$ cat src/rtl/core/ceb_pkg.sv
// ----------------------------------------------------------------------------
// ceb_pkg
// Shared types and defaults of the coincidence event builder.
// ----------------------------------------------------------------------------
`timescale 1ns / 1ps
`default_nettype none
package ceb_pkg;

  localparam int unsigned NumGroupsDef    = 8;
  localparam int unsigned QueueDepthDef   = 16;
  localparam int unsigned MaxEventHitsDef = 64;

  localparam int unsigned TimeW = 48;
  localparam int unsigned PayW  = 64;
  localparam int unsigned WinW  = 32;

  // request codes on the input
  localparam logic [1:0] REQ_HIT = 2'd0;
  localparam logic [1:0] REQ_END = 2'd1;

  // register indexes
  localparam logic CFG_WINDOW = 1'b0;
  localparam logic CFG_ENABLE = 1'b1;

  // result kinds
  localparam logic RES_HIT    = 1'b0;
  localparam logic RES_NOTICE = 1'b1;

  typedef enum logic [1:0] {
    CMD_HIT,
    CMD_END,
    CMD_DRAIN
  } cmd_kind_e;

  typedef struct packed {
    cmd_kind_e          kind;
    logic [2:0]         grp;
    logic [TimeW-1:0]   time_v;
    logic [PayW-1:0]    pay;
  } cmd_t;

  typedef struct packed {
    logic               valid;
    logic               kind;
    logic [31:0]        evn;
    logic [5:0]         idx;
    logic [TimeW-1:0]   time_v;
    logic [PayW-1:0]    pay;
    logic               last;
    logic               trunc;
  } res_t;

endpackage
`default_nettype wire

$ cat src/rtl/core/ceb_cmd_fifo.sv
// ----------------------------------------------------------------------------
// ceb_cmd_fifo
// Two-entry request queue between the front and the back.
// ----------------------------------------------------------------------------
`timescale 1ns / 1ps
`default_nettype none
module ceb_cmd_fifo (
  input  wire logic          clk_i,
  input  wire logic          rst_ni,
  input  wire logic          push_i,
  input  wire ceb_pkg::cmd_t data_i,
  input  wire logic          pop_i,
  output ceb_pkg::cmd_t      data_o,
  output logic               empty_o,
  output logic               full_o
);

  ceb_pkg::cmd_t mem_q [2];
  logic          wr_q, rd_q;
  logic [1:0]    cnt_q;

  assign empty_o = (cnt_q == 2'd0);
  assign full_o  = (cnt_q == 2'd2);
  assign data_o  = mem_q[rd_q];

  // advance pointers and count
  always_ff @(posedge clk_i or negedge rst_ni) begin
    if (!rst_ni) begin
      wr_q  <= 1'b0;
      rd_q  <= 1'b0;
      cnt_q <= 2'd0;
    end else begin
      if (push_i) wr_q <= !wr_q;
      if (pop_i)  rd_q <= !rd_q;
      cnt_q <= cnt_q + 2'(push_i) - 2'(pop_i);
    end
  end

  // hold queued requests
  always_ff @(posedge clk_i) begin
    if (push_i) mem_q[wr_q] <= data_i;
  end

endmodule
`default_nettype wire

$ cat config.mk
export PLATFORM = sky130hd
export DESIGN_NAME = ceb_cmd_fifo
export DESIGN_NICKNAME = d
export VERILOG_FILES = /design/src/rtl/core/ceb_pkg.sv /design/src/rtl/core/ceb_cmd_fifo.sv
export SDC_FILE = /design/constraint.sdc
export NUM_CORES = 1
export LEC_CHECK = 0
export ABC_AREA = 1
export BUFFER_PORTS_ARGS = -buffer_cell sky130_fd_sc_hd__buf_2
export CORE_ASPECT_RATIO = 0.6
export CORE_MARGIN = 8
export CORE_UTILIZATION = 37
export DETAILED_ROUTE_END_ITERATION = 8
export SLEW_MARGIN = 0
export SYNTH_ARGS = -nofsm -noshare
export SYNTH_HDL_FRONTEND = slang
export SYNTH_SLANG_ARGS = --single-unit
$ cat constraint.sdc
create_clock -name clk_i -period 15.1 [get_ports clk_i]
set_input_delay 0 -clock clk_i [delete_from_list [all_inputs] [get_ports clk_i]]
set_output_delay 0 -clock clk_i [all_outputs]
set_load 0.01 [all_outputs]
Word level (Yosys, flattened, before mapping)
Memory sizes are Yosys's and may differ from the RTL's.
Cells that the tools add are included.
{"block": "totals", "ram_bits": 234, "output_inout_bits": 119, "register_bits": 4, "mem_count": 1}
{"memory": "mem_q", "depth": 2, "word_bits": 117, "read_ports": 1, "rd_ports_with_merged_regs": 0, "write_ports": 1, "line": "ceb_cmd_fifo.sv:18", "source": "ceb_pkg::cmd_t mem_q [2];"}
{"block": "classes", "n_reduce_logical": 3, "addsub": 2, "n_eq_ne": 1, "n_mux": 2}
{"op": "2-bit by 1-bit adder with 2-bit output", "count": 1}
{"op": "2-bit == test (second input constant)", "count": 1}
{"op": "1-bit logical NOT", "count": 2}
{"op": "2-bit logical NOT", "count": 1}
{"op": "1-bit two-way mux", "count": 2}
{"op": "2-bit by 1-bit subtractor with 2-bit output", "count": 1}

Depth between registers and ports, before layout
{"block": "logic_depth", "word_depth": 2, "ltp_mapped": 7, "depth_no_buf": 7}

Least setup slack after synthesis
OpenSTA, ideal clock, no wires.
{"block": "synth_path", "path_type": "flip-flop to flip-flop", "from": "register wr_q", "to": "memory mem_q[0][0] (netlist bit), enable pin", "n_path_buf": 0, "setup_ns": 0.597, "synth_period_minus_slack_ns": 5.874, "path_stages_with_launch": 2, "setup_slack_ns": 9.226, "t_arrival_ns": 5.276, "cell_sequence": "dfrtp_1 nor2_1"}
{"item": "start: declaration", "line": "ceb_cmd_fifo.sv:19", "source": "logic wr_q, rd_q;"}
{"item": "start signal: assignment", "line": "ceb_cmd_fifo.sv:33", "source": "if (push_i) wr_q <= !wr_q;"}
{"item": "end: declaration", "line": "ceb_cmd_fifo.sv:18"}
Straight into the memory's write port.

==> flow_summary.json <==
{
  "status": "complete, no violations",
  "slew_violations": 0,
  "clock_latency_ns": 0.50,
  "max-cap-violations": 0,
  "swShare_pct": 32.96,
  "via_per_inst": 4.273,
  "die_area_um2": 29750,
  "avgSynthCellArea_um2": 14.16,
  "busiest_layer": "met2",
  "portBuffers": 239,
  "critPathBufInv": 2,
  "antenna_found_initial": 1,
  "syn_area_um2": 9006,
  "pwr-share-seq_pct": 45.2,
  "drive_above_1_share_pct": 29.09,
  "cts_root_buf": "clkbuf_16",
  "ios": 240,
  "grt_usage_pct": 12.89,
  "syn_to_final_growth_pct": 36.47,
  "rrSetupSlack_ns": 12.77,
  "fin_nets": 1123,
  "finClkSkew_ns": 0.007240,
  "synth_seq_area_share_pct": 79.13,
  "synth.largest_area_cell": "edfxtp_1",
  "grt_pass1_vias": 5739,
  "numCtsBuffers": 23,
  "vdd_drop_max_uv": 102.2,
  "comb_power_share_pct": 30.1,
  "hold_depth": 2,
  "grt_use_met1_pct": 16.31,
  "power.density_nw_per_um2": 167.2,
  "hold_end": "mem_q[0][62]",
  "synthCells": 636,
  "synth_cell_type_count": 15,
  "wirelength_um": 19850,
  "cts_setup_buffers": 0,
  "drt_iter0_drc": 259,
  "crit_arrival_ns": 2.71,
  "timing.slew.headroom_pct": 39.82,
  "power.leakage_uw": 0.005197,
  "dp_hpwl_um": 12790,
  "fin_crit_sh_pct": 17.94,
  "intPower_uw": 1378,
  "grt_pass1_wl_um": 30730,
  "synth_area_leaders": "edfxtp_1 78%, inv_1 5.2%, nand2_1 5.1%",
  "globalRouteMet2Util_pct": 21.40,
  "switchingPower_uw": 677.4,
  "final_cell_mix": "239 x buf_2, 234 x edfxtp_1, 123 x inv_1, 123 x nand2_1, 121 x dlygate4sd3_1",
  "clockPowerShare_pct": 24.6,
  "cp.required_ns": 15.10,
  "crit_type": "reg2out",
  "final_common_cell": "buf_2",
  "reg2reg_depth": 3,
  "initial_core_util_pct": 37.43,
  "num_rows": 44,
  "grt_max_degree": 108,
  "htreeDepth": 1,
  "endpoint_kind": "primary output",
  "fmax_ghz": 0.3692,
  "final_hold_viol_count": 0,
  "ys_ff_latch": 238,
  "crit_chain": "buf_4 > o21ai_0 > buf_2",
  "wl_per_cell_um": 14.85,
  "postRouteAntennaNets": 0,
  "timing.rr.start": "wr_q",
  "tightest_slew_ns": 0.9027,
  "crit_fanout": 107,
  "max_stage_delay_ns": 0.82,
  "cp_top_family": "buffers and inverters",
  "clk_pin_slew_ns": 0.06,
  "met3_usage_pct": 4.393,
  "whs_ns": 0.2314,
  "fillers": 2016,
  "fin_crit_ns": 2.709,
  "cts_tree": "yes",
  "seqCellArea_um2": 7131,
  "setup_violations": 0,
  "num_vias": 5713,
  "syn_nets": 759,
  "gp_congestion": 0.7457,
  "worstHoldStart": "data_i[62]",
  "clock_sinks": 238,
  "start_kind": "register",
  "crit_slowest_cell": "dfrtp_4",
  "hold_path.class": "in2reg",
  "cts_buffer_depth": 3,
  "grt-ovfl-total": 0,
  "route.detailed.drc": 0,
  "synth_top_cell_area_share_pct": 78.02,
  "r2r-end": "mem_q[1][75]",
  "tns_ns": 0,
  "die_y_um": 136.9,
  "drt_first_pass_iters": 4,
  "multi_input_area_um2": 1196,
  "ys_warn_count": 0,
  "rsz0062_at_grt": "no",
  "die_w_um": 217.4,
  "core_area_um2": 24060
}
power groups by stage:
stage	sequential (uW)	clock (uW)	combinational [uW]
2_1_floorplan	932	0	402
3_3_place_gp	943	0	607
3_5_place_dp	945	0	610
4_1_cts	931	523	635
5_1_grt	945	544	694
6_report	930	506	619
final cells by class:
cell class / count / area share, %
sequential: 238 / 58.02
clock inverter: 7 / 0.2952
inverter: 124 / 3.807
tap: 322 / 3.278
multi-input combinational: 248 / 9.732
antenna: 1 / 0.02036
clock buffer: 32 / 4.958
timing repair buffer: 365 / 19.89
worst max path at each step:
stage	startpoint	end	slack (ns)	cells after the start
2_1_floorplan	wr_q	mem_q[0][0]	9.23	1
6_report	rd_q	data_o[8]	12.39	3
4_1_cts	rd_q	data_o[17]	12.33	3
3_5_place_dp	wr_q	mem_q[1][75]	12.73	3
3_3_place_gp	wr_q	mem_q[1][78]	12.74	3
5_1_grt	rd_q	data_o[9]	12.10	3
synthesized netlist by cell type, drive strengths merged:
library cell,count
o21ai,117
ha,2
inv,124
nand3,1
clkbuf,8
nor2,3
edfxtp,234
dfrtp,4
xor2,2
nand2,123
buf,18
worst register-to-register path: cells and delay by family, from the launching register on:
kind / cells / cell delay [ns]
DFF: 1 / 0.41
and+or+nand+nor: 1 / 0.12
buffers and inverters: 2 / 1.36
through the flow:
step / area [um^2] / power [uW] / setup slack, ns / instances / util, %
finish: 12290 / 2055 / 12.39 / 1337 / 51.09
global route: 12290 / 2183 / 12.10 / 1337 / 51.09
CTS: 12290 / 2090 / 12.33 / 1336 / 51.08
detailed placement: 10430 / 1555 / 12.73 / 1176 / 43.36
global placement: 10430 / 1549 / 12.74 / 1176 / 43.36
floorplan: 9006 / 1333 / 9.226 / 636 / -
repair_timing:
action	4_1_cts	5_1_grt
endpoints found under the hold margin	242	0
resized for setup	0	0
hold buffers	121	0
cell families after synthesis:
| logic type | count (synthesis) | share of synthesized area [%] |
|---|---|---|
| flops | 238 | 79.13 |
| buf+inv | 150 | 7.669 |
| simple gates | 127 | 5.307 |
| compound gates | 117 | 7.419 |
| xor+xnor | 2 | 0.1945 |
| fa+ha+maj | 2 | 0.2778 |
metal layers:
metal / vias to the layer above / share of wire, % / wire length, um
li1: 2877 / - / -
met1: 2633 / 44 / 8643
met2: 180 / 47 / 9313
met3: 23 / 7.9 / 1562
met4: 0 / 1.7 / 331
met5: - / 0 / 0
state kept, by name (all words and copies together), names as in the netlist:
signal	cells
wr_q	1
mem_q	234
rd_q	1
cnt_q	2
No activity file was read; power rests on OpenSTA's default activity.
